==> src/pcv_pkg.sv <==
`timescale 1ns / 1ps

package pcv_pkg;

    localparam int CH_W    = 8;
    localparam int CFG_W   = 4;
    localparam int CNT_W   = 5;
    localparam int IDX_W   = 2;
    localparam int PROD_W  = 9;

    localparam logic [CNT_W-1:0] SAT_MAX    = 5'd31;
    localparam logic [CNT_W-1:0] FIELDS_SAT = 5'd16;

    localparam logic [CFG_W-1:0] MAX_FIELDS_RST    = 4'd8;
    localparam logic [CFG_W-1:0] MAX_FIELD_LEN_RST = 4'd9;
    localparam logic [CFG_W-1:0] MAX_CALL_LEN_RST  = 4'd6;
    localparam logic [CFG_W-1:0] MAX_SSID_RST      = 4'd15;

    localparam logic [CH_W-1:0] CHAR_COMMA = 8'h2C;
    localparam logic [CH_W-1:0] CHAR_DASH  = 8'h2D;
    localparam logic [CH_W-1:0] CHAR_0     = 8'h30;
    localparam logic [CH_W-1:0] CHAR_9     = 8'h39;
    localparam logic [CH_W-1:0] CHAR_UA    = 8'h41;
    localparam logic [CH_W-1:0] CHAR_UZ    = 8'h5A;
    localparam logic [CH_W-1:0] CHAR_LA    = 8'h61;
    localparam logic [CH_W-1:0] CHAR_LZ    = 8'h7A;

    typedef enum logic [IDX_W-1:0] {
        REG_MAX_FIELDS,
        REG_MAX_FIELD_LEN,
        REG_MAX_CALL_LEN,
        REG_MAX_SSID
    } cfg_reg_t;

    typedef struct packed {
        logic             in_ssid;
        logic [CNT_W-1:0] call_length;
        logic [CNT_W-1:0] field_length;
        logic [CNT_W-1:0] ssid_value;
        logic             field_good;
    } field_state_t;

    localparam field_state_t FIELD_CLEAR = '{
        in_ssid:      1'b0,
        call_length:  '0,
        field_length: '0,
        ssid_value:   '0,
        field_good:   1'b1
    };

endpackage

==> src/pcv_char_if.sv <==
`timescale 1ns / 1ps

interface pcv_char_if;
    logic                      valid;
    logic                      ready;
    logic [pcv_pkg::CH_W-1:0]  ch;
    logic                      last;

    modport source (output valid, output ch, output last, input ready);
    modport sink (input valid, input ch, input last, output ready);
endinterface

==> src/pcv_verdict_if.sv <==
`timescale 1ns / 1ps

interface pcv_verdict_if;
    logic                       valid;
    logic                       ready;
    logic                       path_valid;
    logic [pcv_pkg::CNT_W-1:0]  field_count;

    modport source (output valid, output path_valid, output field_count, input ready);
    modport sink (input valid, input path_valid, input field_count, output ready);
endinterface

==> src/path_callsign_validator.sv <==
`timescale 1ns / 1ps

// Checks a comma-separated path of callsigns arriving one character per transfer on chr and
// returns one verdict transfer on verdict for each character marked last, carrying whether
// the whole path was valid and how many fields it held. The block takes one character every
// cycle while no last character is held back; a character is registered in ch_reg, then the
// field and path counters are updated from it and, for a last character, the verdict is
// registered for output. A non-last character keeps flowing while a verdict waits; a last
// character waits in the character register until the previous verdict has been taken.
// The limit registers are written through cfg_wr_en, cfg_index and cfg_wdata and should only
// be changed between paths.
module path_callsign_validator (
    input  logic                          clk,
    input  logic                          rst_n,
    input  logic                          cfg_wr_en,
    input  logic [pcv_pkg::IDX_W-1:0]     cfg_index,
    input  logic [pcv_pkg::CFG_W-1:0]     cfg_wdata,
    pcv_char_if.sink                      chr,
    pcv_verdict_if.source                 verdict
);

    logic [pcv_pkg::CFG_W-1:0] max_fields_reg;
    logic [pcv_pkg::CFG_W-1:0] max_field_len_reg;
    logic [pcv_pkg::CFG_W-1:0] max_call_len_reg;
    logic [pcv_pkg::CFG_W-1:0] max_ssid_reg;

    logic                      s1_valid_reg;
    logic                      s1_valid_next;
    logic [pcv_pkg::CH_W-1:0]  ch_reg;
    logic                      last_reg;

    pcv_pkg::field_state_t     field_reg;
    pcv_pkg::field_state_t     field_next;
    logic [pcv_pkg::CNT_W-1:0] fields_seen_reg;
    logic [pcv_pkg::CNT_W-1:0] fields_seen_next;
    logic                      all_good_reg;
    logic                      all_good_next;

    logic                      out_valid_reg;
    logic                      out_valid_next;
    logic                      path_valid_reg;
    logic                      path_valid_next;
    logic [pcv_pkg::CNT_W-1:0] field_count_reg;

    logic                      take;
    logic                      step;
    logic                      out_free;

    logic                      is_comma;
    logic                      is_dash;
    logic                      is_digit;
    logic                      is_letter;
    logic                      close;
    logic [pcv_pkg::CNT_W-1:0] digit_val;
    logic [pcv_pkg::PROD_W-1:0] ssid_acc;
    pcv_pkg::field_state_t     taken;
    pcv_pkg::field_state_t     closing;
    logic                      field_ok;

    assign out_free  = !out_valid_reg || verdict.ready;
    assign step      = s1_valid_reg && (!last_reg || out_free);
    assign chr.ready = !s1_valid_reg || step;
    assign take      = chr.valid && chr.ready;

    assign verdict.valid       = out_valid_reg;
    assign verdict.path_valid  = path_valid_reg;
    assign verdict.field_count = field_count_reg;

    always_comb
    begin
        is_comma  = (ch_reg == pcv_pkg::CHAR_COMMA);
        is_dash   = (ch_reg == pcv_pkg::CHAR_DASH);
        is_digit  = (ch_reg >= pcv_pkg::CHAR_0) && (ch_reg <= pcv_pkg::CHAR_9);
        is_letter = ((ch_reg >= pcv_pkg::CHAR_UA) && (ch_reg <= pcv_pkg::CHAR_UZ))
                 || ((ch_reg >= pcv_pkg::CHAR_LA) && (ch_reg <= pcv_pkg::CHAR_LZ));
        close     = is_comma || last_reg;
        digit_val = pcv_pkg::CNT_W'(ch_reg - pcv_pkg::CHAR_0);

        ssid_acc = {1'b0, field_reg.ssid_value, 3'b000}
                 + {3'b000, field_reg.ssid_value, 1'b0}
                 + {4'b0000, digit_val};

        taken = field_reg;
        if (field_reg.field_length != pcv_pkg::SAT_MAX)
        begin
            taken.field_length = field_reg.field_length + 1'b1;
        end
        if (field_reg.in_ssid)
        begin
            if (is_digit)
            begin
                if (ssid_acc > {4'b0000, pcv_pkg::SAT_MAX})
                begin
                    taken.ssid_value = pcv_pkg::SAT_MAX;
                end
                else
                begin
                    taken.ssid_value = ssid_acc[pcv_pkg::CNT_W-1:0];
                end
            end
            else
            begin
                taken.field_good = 1'b0;
            end
        end
        else if (is_dash)
        begin
            taken.in_ssid = 1'b1;
        end
        else if (is_letter || is_digit)
        begin
            if (field_reg.call_length != pcv_pkg::SAT_MAX)
            begin
                taken.call_length = field_reg.call_length + 1'b1;
            end
        end
        else
        begin
            taken.field_good = 1'b0;
        end

        // A comma closes the field as it stands; any other last character joins it first.
        closing  = is_comma ? field_reg : taken;
        field_ok = closing.field_good
                && (closing.field_length != '0)
                && (closing.field_length <= {1'b0, max_field_len_reg})
                && (closing.call_length != '0)
                && (closing.call_length <= {1'b0, max_call_len_reg})
                && (closing.ssid_value <= {1'b0, max_ssid_reg});

        all_good_next    = all_good_reg && (field_ok || !close);
        fields_seen_next = fields_seen_reg;
        if (close && (fields_seen_reg != pcv_pkg::FIELDS_SAT))
        begin
            fields_seen_next = fields_seen_reg + 1'b1;
        end
        path_valid_next = all_good_next && (fields_seen_next <= {1'b0, max_fields_reg});

        field_next = close ? pcv_pkg::FIELD_CLEAR : taken;

        s1_valid_next = take ? 1'b1 : (step ? 1'b0 : s1_valid_reg);
        out_valid_next = (step && last_reg) ? 1'b1 : (verdict.ready ? 1'b0 : out_valid_reg);
    end

    always_ff @(posedge clk or negedge rst_n)
    begin
        if (!rst_n)
        begin
            max_fields_reg    <= pcv_pkg::MAX_FIELDS_RST;
            max_field_len_reg <= pcv_pkg::MAX_FIELD_LEN_RST;
            max_call_len_reg  <= pcv_pkg::MAX_CALL_LEN_RST;
            max_ssid_reg      <= pcv_pkg::MAX_SSID_RST;
        end
        else if (cfg_wr_en)
        begin
            unique case (pcv_pkg::cfg_reg_t'(cfg_index))
                pcv_pkg::REG_MAX_FIELDS:    max_fields_reg    <= cfg_wdata;
                pcv_pkg::REG_MAX_FIELD_LEN: max_field_len_reg <= cfg_wdata;
                pcv_pkg::REG_MAX_CALL_LEN:  max_call_len_reg  <= cfg_wdata;
                pcv_pkg::REG_MAX_SSID:      max_ssid_reg      <= cfg_wdata;
            endcase
        end
    end

    always_ff @(posedge clk or negedge rst_n)
    begin
        if (!rst_n)
        begin
            s1_valid_reg    <= 1'b0;
            out_valid_reg   <= 1'b0;
            field_reg       <= pcv_pkg::FIELD_CLEAR;
            fields_seen_reg <= '0;
            all_good_reg    <= 1'b1;
        end
        else
        begin
            s1_valid_reg  <= s1_valid_next;
            out_valid_reg <= out_valid_next;
            if (step)
            begin
                field_reg <= field_next;
                if (last_reg)
                begin
                    fields_seen_reg <= '0;
                    all_good_reg    <= 1'b1;
                end
                else
                begin
                    fields_seen_reg <= fields_seen_next;
                    all_good_reg    <= all_good_next;
                end
            end
        end
    end

    always_ff @(posedge clk)
    begin
        if (take)
        begin
            ch_reg   <= chr.ch;
            last_reg <= chr.last;
        end
        if (step && last_reg)
        begin
            path_valid_reg  <= path_valid_next;
            field_count_reg <= fields_seen_next;
        end
    end

endmodule

==> src/flat_wrapper.sv <==
// flat-port wrapper written by rule: the top's interface ports become plain ports
module path_callsign_validator_flat 
  (clk, rst_n, cfg_wr_en, cfg_index, cfg_wdata, chr_valid, chr_ch, chr_last, chr_ready, verdict_valid, verdict_path_valid, verdict_field_count, verdict_ready);
  pcv_char_if chr_i ();
  pcv_verdict_if verdict_i ();
  input  logic clk;
  input  logic rst_n;
  input  logic cfg_wr_en;
  input  logic [pcv_pkg::IDX_W-1:0] cfg_index;
  input  logic [pcv_pkg::CFG_W-1:0] cfg_wdata;
  input wire logic [$bits(chr_i.valid)-1:0] chr_valid;
  input wire logic [$bits(chr_i.ch)-1:0] chr_ch;
  input wire logic [$bits(chr_i.last)-1:0] chr_last;
  output wire logic [$bits(chr_i.ready)-1:0] chr_ready;
  output wire logic [$bits(verdict_i.valid)-1:0] verdict_valid;
  output wire logic [$bits(verdict_i.path_valid)-1:0] verdict_path_valid;
  output wire logic [$bits(verdict_i.field_count)-1:0] verdict_field_count;
  input wire logic [$bits(verdict_i.ready)-1:0] verdict_ready;
  assign chr_i.valid = chr_valid;
  assign chr_i.ch = chr_ch;
  assign chr_i.last = chr_last;
  assign chr_ready = chr_i.ready;
  assign verdict_valid = verdict_i.valid;
  assign verdict_path_valid = verdict_i.path_valid;
  assign verdict_field_count = verdict_i.field_count;
  assign verdict_i.ready = verdict_ready;
  path_callsign_validator u_core (.clk(clk), .rst_n(rst_n), .cfg_wr_en(cfg_wr_en), .cfg_index(cfg_index), .cfg_wdata(cfg_wdata), .chr(chr_i), .verdict(verdict_i));
endmodule
==> config.mk <==
export PLATFORM = sky130hd
export DESIGN_NAME = path_callsign_validator_flat
export DESIGN_NICKNAME = d
export VERILOG_FILES = /design/src/pcv_pkg.sv /design/src/pcv_char_if.sv /design/src/pcv_verdict_if.sv /design/src/path_callsign_validator.sv /design/src/flat_wrapper.sv
export SDC_FILE = /design/constraint.sdc
export NUM_CORES = 1
export LEC_CHECK = 0
export BUFFER_PORTS_ARGS = -buffer_cell sky130_fd_sc_hd__buf_4
export CAP_MARGIN = 25
export CORE_UTILIZATION = 45
export DETAILED_ROUTE_END_ITERATION = 7
export HOLD_SLACK_MARGIN = 0.03
export MAX_ROUTING_LAYER = met4
export SETUP_SLACK_MARGIN = 0.5
export SLEW_MARGIN = 20
export SYNTH_ARGS = -nofsm -noshare
export SYNTH_HDL_FRONTEND = slang
export SYNTH_SLANG_ARGS = --single-unit
export TNS_END_PERCENT = 10
==> constraint.sdc <==
create_clock -name clk -period 4 [get_ports clk]
set_input_delay 0.2 -clock clk [delete_from_list [all_inputs] [get_ports clk]]
set_output_delay 0.2 -clock clk [all_outputs]
set_load 0.05 [all_outputs]
# After elaboration in Yosys (flattened, before gate mapping)
# Index checks and enable logic that the tools add are counted.
[totals] reg_bits=56 input_bits=20 output_inout_bits=8 elab_cells=98
[op_classes] add_sub_neg=6 n_lt_le_gt_ge=11 eq_ne=8 mux=22 n_reduce_logical=34
[ops] operator="$mux W5" count=9
[ops] operator="$le A5 B4 Y1" count=4
[ops] operator="$mux W17" count=1
[ops] operator="$eq A8 B6 Y1 const B" count=2
[ops] operator="$ge A8 B7 Y1 const B" count=2
[ops] operator="$le A8 B7 Y1 const B" count=2
[ops] operator="$mux W16" count=1
[ops] operator="$add A5 B1 Y5 const B" count=3
[ops] operator="$ne A5 B5 Y1 const B" count=3
[ops] operator="$logic_and A1 B1 Y1" count=14
[ops] operator="$mux W1" count=10
[ops] operator="$reduce_bool A5 Y1" count=2
[ops] operator="$add A8 B6 Y9" count=1
[ops] operator="$add A9 B5 Y9" count=1
[ops] operator="$gt A9 B5 Y1 const B" count=1
[ops] operator="$ge A8 B6 Y1 const B" count=1
[ops] operator="$le A8 B6 Y1 const B" count=1
[ops] operator="$reduce_and A2 Y1" count=4
[ops] operator="$logic_or A1 B1 Y1" count=7
[ops] operator="$mux W6" count=1
[ops] operator="$sub A5 B5 Y5 const B" count=1
[ops] operator="$eq A2 B2 Y1 const B" count=2
[ops] operator="$logic_not A1 Y1" count=4
[ops] operator="$reduce_bool A2 Y1" count=2
[ops] operator="2 further kinds" count=2

# Logic depth before layout (Yosys ltp)
# Gate-level depths: netlist of the first run.
[logic_depth] ltp_word=17 ltp_mapped=15 depth_no_buf=15

# Worst setup path before layout of the first run
# Ideal clock, no wire load.
[synth_path] kind="register -> register" start="register u_core.ch_reg[3] (netlist bit)" end="register u_core.path_valid_reg (netlist: u_core.verdict.path_valid) (data pin)" setup_ns=0.169 arrival_time_ns=3.244 required_ns=3.831 setup_slack_ns=0.586 stages_incl_launch_ff=14 path_buffers=0 synth_period_minus_slack_ns=3.414 path_cell_list="edfxtp_1 > fa_1 > inv_1 > fa_1 > and4_1 > o21ai_0 > nor2_1 > a21oi_1 > ha_1 > a21oi_1 > o21ai_0 > a221oi_1 > nand4_1 > o31ai_1"
[synth_between] elab_chain_len=16 word_cells_on_any_way=45 cone_classes="add/sub (2); order compare (11); eq/ne (2); mux (12); reduce/logical (18)"
[synth_rtl] element="start: declaration" line_no="path_callsign_validator.sv:29" text="logic [pcv_pkg::CH_W-1:0] ch_reg;"
[synth_rtl] element="start signal: assignment" line_no="path_callsign_validator.sv:200" text="ch_reg <= chr.ch;"
[synth_rtl] element="branches (longest 15 deep; another with $add A9 B5 Y9)"
[synth_rtl] element="$logic_and A1 B1 Y1 (*)" line_no="path_callsign_validator.sv:137" text="path_valid_next = all_good_next && (fields_seen_next <= {1'b0, max_fields_reg});"
[synth_rtl] element="named net u_core.path_valid_next" line_no="path_callsign_validator.sv:42" text="logic path_valid_next;"
[synth_rtl] element="end signal: assignment" line_no="path_callsign_validator.sv:205" text="path_valid_reg <= path_valid_next;"
[synth_rtl] element="end: declaration" line_no="path_callsign_validator.sv:41" text="logic path_valid_reg;"
# Mark *: on every way through the listed nets, which the timed path passes.
# A chain may end at the register's enable or synchronous reset.

# Worst setup path in the final report of the first run
[layout_path] start="register u_core.field_reg[3] (netlist bit)" end="register u_core.path_valid_reg (netlist: u_core.verdict.path_valid) (data pin)"
[layout_between] elab_chain_len=12
[layout_rtl] element="start: declaration" line_no="path_callsign_validator.sv:32" text="pcv_pkg::field_state_t field_reg;"
[layout_rtl] element="start signal: assignment" line_no="path_callsign_validator.sv:171" text="field_reg <= pcv_pkg::FIELD_CLEAR;"
[layout_rtl] element="start signal: assignment" line_no="path_callsign_validator.sv:181" text="field_reg <= field_next;"
[layout_rtl] element="$add A8 B6 Y9" line_no="path_callsign_validator.sv:80" text="+ {3'b000, field_reg.ssid_value, 1'b0}"
[layout_rtl] element="$add A9 B5 Y9" line_no="path_callsign_validator.sv:81" text="+ {4'b0000, digit_val};"
[layout_rtl] element="$gt A9 B5 Y1" line_no="path_callsign_validator.sv:92" text="if (ssid_acc > {4'b0000, pcv_pkg::SAT_MAX})"
[layout_rtl] element="$mux W5" line_no="path_callsign_validator.sv:92"
[layout_rtl] element="$mux W5" line_no="path_callsign_validator.sv:90" text="if (is_digit)"
[layout_rtl] element="$mux W5" line_no="path_callsign_validator.sv:88" text="if (field_reg.in_ssid)"
[layout_rtl] element="$mux W16 (*)" line_no="path_callsign_validator.sv:123" text="closing = is_comma ? field_reg : taken;"
[layout_rtl] element="$le A5 B4 Y1 (*)" line_no="path_callsign_validator.sv:129" text="&& (closing.ssid_value <= {1'b0, max_ssid_reg});"
[layout_rtl] element="$logic_and A1 B1 Y1 (*)" line_no="path_callsign_validator.sv:129"
[layout_rtl] element="$logic_or A1 B1 Y1 (*)" line_no="path_callsign_validator.sv:131" text="all_good_next = all_good_reg && (field_ok || !close);"
[layout_rtl] element="$logic_and A1 B1 Y1 (*)" line_no="path_callsign_validator.sv:131"
[layout_rtl] element="$logic_and A1 B1 Y1 (*)" line_no="path_callsign_validator.sv:137"
[layout_rtl] element="named net u_core.path_valid_next" line_no="path_callsign_validator.sv:42"
# Mark *: on every way through the listed nets, which the timed path passes. The rest lies on a longest branch.

==> results of run 1 <==
## kinds of logic (layout without fill, tap and decap cells)
| group | after synthesis | after routing |
|---|---|---|
| AO/OA/AOI/OAI | 84 | 84 |
| XOR/XNOR | 7 | 7 |
| adder cells (fa/ha/maj) | 31 | 31 |
| buffers and inverters | 34 | 81 |
| flip-flops | 56 | 56 |
| multiplexers | 20 | 20 |
| AND/OR/NAND/NOR | 88 | 88 |
## worst max-delay path, cell delays in order, from the launching register on
cell and delay (ns):
dfrtp_2 0.46, fa_1 0.50, ha_1 0.31, a21o_1 0.19
a21oi_2 0.23, o21ai_4 0.11, nor2_2 0.11, a21oi_2 0.07
ha_1 0.32, a21oi_1 0.13, o21ai_1 0.10, a221oi_2 0.33
nand4_1 0.13, o31ai_1 0.23
## final cells by class
| cell class | instances | share of cell area, % |
|---|---|---|
| repair buffers | 45 | 8.49 |
| inverters | 28 | 2.62 |
| well taps | 99 | 3.09 |
| clock buffers | 6 | 1.81 |
| clock inverters | 2 | 0.312 |
| multi-input cells | 230 | 46.4 |
| flip-flops and latches | 56 | 37.3 |
## cell usage after synthesis, types with 2 or more instances
cell and n:
and2_1 2, o31ai_1 5, a41oi_1 2, a2111o_1 2, o21ai_0 17, clkbuf_1 5
or3b_1 2, a22o_1 10, edfxtp_1 15, dfstp_2 11, nor3b_1 2, a21oi_1 20
ha_1 28, a31oi_1 3, mux2_1 2, nand4_1 6, nand2_1 32, inv_1 28
and3_1 3, xor2_1 3, xnor2_1 4, or3_1 3, mux2_2 17, dfrtp_1 30
nand3b_1 2, fa_1 3, a21o_1 2, nor2_1 16, o21ai_1 4, a32o_1 2
nand3_1 7, o22ai_1 3
## worst max-delay path by stage
| stage | startpoint | end | slack (ns) | cells after the start |
|---|---|---|---|---|
| after floorplan | u_core.ch_reg[3] | u_core.verdict.path_valid | 0.59 | 13 |
| after global placement | u_core.ch_reg[3] | u_core.verdict.path_valid | 0.31 | 13 |
| after detailed placement | u_core.ch_reg[3] | u_core.verdict.path_valid | 0.16 | 13 |
| after CTS | u_core.field_reg[1] | u_core.verdict.path_valid | 0.53 | 13 |
| after global routing | u_core.ch_reg[4] | u_core.verdict.path_valid | 0.43 | 14 |
| final | u_core.field_reg[3] | u_core.verdict.path_valid | 0.62 | 13 |
## routing by layer
metal,routed length (um),part of all wire [%]
met1,3540,48
met2,3590,49
met4,77,1.0
met5,0,0
met3,187,2.5
## where the power goes
part	internal, uW	switching (uW)
clock network	123	184
registers	665	45.8
logic	166	213
total	954	443
## per-stage QoR
step	util [%]	hold slack (ns)	instances
final	55.5	0.0565	466
after detailed placement	51.0	0.223	443
after CTS	52.6	0.0480	453
after floorplan	-	-0.0956	320
after global routing	55.5	0.0437	466
after global placement	51.0	0.225	443
## repair_timing
action                     in CTS  in global routing
hold endpoints to repair       30                  0
gates cloned                    0                  0
setup endpoints to repair       2                  2
setup buffers                   1                 13
gates resized for setup         4                 26
hold buffers                    1                  0
pin swaps                       2                 15
==> impl_metrics.toml, run 1 <==
[outcome]
outcome = "complete, no violations"

[synthesis]
synthSimpleGateAreaFrac_pct = 13.7
synth_cell_types = 61
synth_top_area_cell = "dfrtp_1"
synth_top_family_by_area = "compound AO/OA/AOI/OAI gates"
async_flop_share_pct = 73.2
synth_xor_area_share_pct = 1.83
synth_fp_nets = 371
synth-edff-count = 15
syn-cell-area_sq_um = 3360
ys.flop_type = "dfrtp_1"
synth_seq_cells = 56
seq_area_frac_synth_pct = 44.4
synth_fa_ha_area_share_pct = 12.2
synth_warnings = 0
syn_area_per_cell_sq_um = 10.5
synthMuxAreaShare_pct = 6.67
yosysTopAreaCellShare_pct = 22.4
synth-compound-area-share_pct = 17.2
syn_inst = 320
synth_area_leaders = "dfrtp_1 (22%), edfxtp_1 (13%), ha_1 (10%)"

[grt]
overflow = 0
grt.busiest_layer = "met2"
grt_use_met2_pct = 33.3
use_met3_pct = 2.89
grt_antenna_before_repair = 0
grt_pass1_vias = 2471
grt_first_pass_wirelength_mm = 12.2
use_met1_pct = 28.6
grt_use_total_pct = 21.0
grt_max_degree = 42

[pwr]
power.total_uw = 1400
ir_drop_v = 0.000189
power.density_nw_per_um2 = 349
leakagePower_uw = 0.00176

[critical_path]
cp-end-kind = "flop"
required_ns = 4.14
critPathArrivalTime_ns = 3.52
r2r_start = "u_core.field_reg[3]"
ff2ff_setup_slack_ns = 0.62
path_max_fanout = 4
start_kind = "flop"
r2r_end = "u_core.verdict.path_valid"
path_class = "flop to flop"
reg2regPathDepth = 13

[timing]
maxSlewHeadroom_pct = 34.9
slew_viol_final = 0
min_period_ns = 3.38
hold_viol_final = 0
rsz0062_at_grt = "yes"
period_share_pct = 84.4
tightest_slew_ns = 0.973
fin_setup_tns_ns = 0
setup_viol = 0
fmax_mhz = 296
clock_skew_ns = 0.00982
layout_setup_ws_ns = 0.622

[clocking]
cts_buffer_depth = 2
root_buffer = "clkbuf_8"
clkTransAtPathRegs_ns = 0.10
clk-insertion-delay-late_ns = 0.31
cts_tree = "yes"
htreeDepth = 2
cts_made_buffers = 5
cts_sinks = 56

[die]
die_area_sq_um = 7810
fp.dieH_um = 88.4
row_count = 31
die_w_um = 88.4
initial_core_util_pct = 46.5
core_area_sq_um = 7210
ios = 28

[worst_hold_path]
hold_start = "chr_ch[0]"
whs_endpoint = "u_core.ch_reg[0]"
worstHoldPathCells = 1
min_path_type = "primary input to flop"

[layout]
layout_common_cells = "buf_4 (44), nand2_1 (31), inv_1 (28), ha_1 (27), dfrtp_1 (27)"
multi_input_area_sq_um = 1860
fill_cells = 679
seq_area_sq_um = 1490
syn2layout_area_growth_pct = 19.3
diodes = 0
largest_reg_flops = 17
drive_gt1_share_pct = 29.2
final_common_cell = "buf_4"
fin_area_sq_um = 4010
finalNetCount = 417

[place]
numPortBuffers = 27
dp_hpwl_mm = 5.45
place_area_sq_um = 3680
pre_cts_ws_ns = 0.161
gp_congestion = 0.825

[route]
drt_pass1_iterations = 4
vias = 2581
ant_nets = 0
wire_per_inst_um = 15.9
wl_mm = 7.39
via_per_inst = 5.54
drt_drc_violations_left = 0
drtIter0Drc = 130

[flow_run]
max_cap_viol_count = 0
No activity file was read; power rests on OpenSTA's default activity.
==> run 2, diff against run 1 <==
==> constraint.sdc (replaced) <==
create_clock -name clk -period 3.35 [get_ports clk]
set_input_delay 0.1675 -clock clk [delete_from_list [all_inputs] [get_ports clk]]
set_output_delay 0.1675 -clock clk [all_outputs]
set_load 0.05 [all_outputs]
==> run 2 against run 1 <==
Cell area is 2.9% higher. Sequential cell count stayed put. Clock skew is 0.00077 ns lower. Utilization is 1.6 points higher. Via count is 0.81% lower. Global-route usage is 0.084 points lower. Critical path type unchanged. Largest power group unchanged.
==> impl_metrics.toml, run 2 (synthesis gave the netlist of run 1 again) <==
[critical_path]
slowest_stage = "fa_1"
crit_top_cell = "nand4_1"
path_delay_family = "adder cells"
ff2ff_setup_slack_ns = 0.02
path_class = "flop to flop"
path_max_fanout = 4
path_cells = "fa_1 > inv_1 > fa_2 > and4_4 > o21ai_4 > buf_4 > nor2_2 > a21o_1 > ha_1 > nand4_1 > a221oi_2 > nand4_1 > o31ai_1"
critPathArrivalTime_ns = 3.47
critical_path_buf_inv_count = 2
start_kind = "flop"
required_ns = 3.49
max_stage_delay_ns = 0.55
cp-end-kind = "flop"

[outcome]
outcome = "complete, no violations"

[timing]
setup_viol = 0
tightest_slew_ns = 0.749
slew_viol_final = 0
min_period_ns = 3.33
hold_slack_ns = 0.0482
maxSlewHeadroom_pct = 50.0
fin_setup_tns_ns = 0
hold_viol_final = 0
clock_skew_ns = 0.00905
fmax_mhz = 300
layout_setup_ws_ns = 0.0213
rsz0062_at_grt = "yes"
period_share_pct = 99.4

[pwr]
power.density_nw_per_um2 = 417
leakagePower_uw = 0.00182
ir_drop_v = 0.000185

[die]
row_count = 31
core_area_sq_um = 7210
initial_core_util_pct = 46.5
ios = 28
die_w_um = 88.4
die_area_sq_um = 7810
fp.dieH_um = 88.4

[clocking]
cts_tree = "yes"
root_buffer = "clkbuf_8"
clkTransAtPathRegs_ns = 0.10
htreeDepth = 2
clk-insertion-delay-late_ns = 0.31
cts_sinks = 56
cts_buffer_depth = 2
cts_made_buffers = 5

[layout]
final_util_pct = 57.1
seq_area_sq_um = 1490
fin_area_sq_um = 4120
multi_input_area_sq_um = 1820
syn2layout_area_growth_pct = 22.8
fill_cells = 647
layout_common_cells = "buf_4 (50), nand2_1 (32), dfrtp_1 (29), inv_1 (28), ha_1 (27)"
finalNetCount = 432
final_common_cell = "buf_4"
drive_gt1_share_pct = 28.8
largest_reg_flops = 17
diodes = 0

[grt]
grt_antenna_before_repair = 0
grt_use_total_pct = 20.9
grt_pass1_vias = 2499
grt_max_degree = 42
overflow = 0
grt_first_pass_wirelength_mm = 12.1

[route]
via_per_inst = 5.32
wire_per_inst_um = 15.5
drtIter0Drc = 107
ant_nets = 0
drt_drc_violations_left = 0
drt_pass1_iterations = 4
wl_mm = 7.45
vias = 2560

[place]
numPortBuffers = 27
dp_hpwl_mm = 5.53
pre_cts_ws_ns = -0.137
gp_congestion = 0.813
place_area_sq_um = 3820

[worst_hold_path]
min_path_type = "primary input to flop"

[flow_run]
max_cap_viol_count = 0
-- run 2: cell types whose count changed in the layout (fill, tap and decap cells not counted), moves of 2 or more --
cell	before	now
dfrtp_2	3	1
o21ai_2	0	2
buf_4	44	50
o21ai_1	6	4
dlygate4sd3_1	1	10
dfrtp_1	27	29
-- run 2: worst paths after layout --
kind | startpoint | endpoint | cells past startpoint
min in group asynchronous | rst_n | u_core.field_reg[1] | 2
worst min-delay path | verdict_ready | u_core.verdict.valid | 2
worst min register to register | u_core.field_reg[0] | u_core.field_reg[0] | 2
worst max-delay path | u_core.ch_reg[3] | u_core.verdict.path_valid | 13
max in group asynchronous | rst_n | u_core.field_reg[2] | 2
worst max register to register | u_core.ch_reg[3] | u_core.verdict.path_valid | 13
-- run 2: repair_timing --
item,CTS,global route
setup buffers,2,0
hold buffers,10,0
resized for setup,15,3
cloned,0,0
endpoints found under the setup margin,2,2
hold endpoints to repair,39,0
pin swaps,14,5
-- run 2: where the power goes --
part / internal, uW / switching, uW / total (uW)
combinational: 207 / 253 / 460
sequential: 794 / 51.9 / 845
clock: 193 / 223 / 415
-- run 2: through the flow --
step	cells	total power (uW)
after floorplan	320	1150
after global placement	461	1280
after detailed placement	461	1290
after CTS	481	1730
after global routing	481	1820
final	481	1720
-- run 2: metal layers --
layer | up-vias | share of wire, % | track usage, %
li1 | 1299 | - | -
met1 | 1212 | 50 | 28.4
met2 | 42 | 46 | 33.4
met3 | 7 | 2.7 | 3.08
met4 | 0 | 1.1 | 4.40
met5 | - | 0 | -
-- run 2: area by class of cell --
type	instances	share of cell area [%]
tap	99	3.00
sequential	56	36.2
inverter	28	2.55
clock inverter	1	0.121
multi-input combinational	230	44.2
clock buffer	7	2.37
timing repair buffer	60	11.5
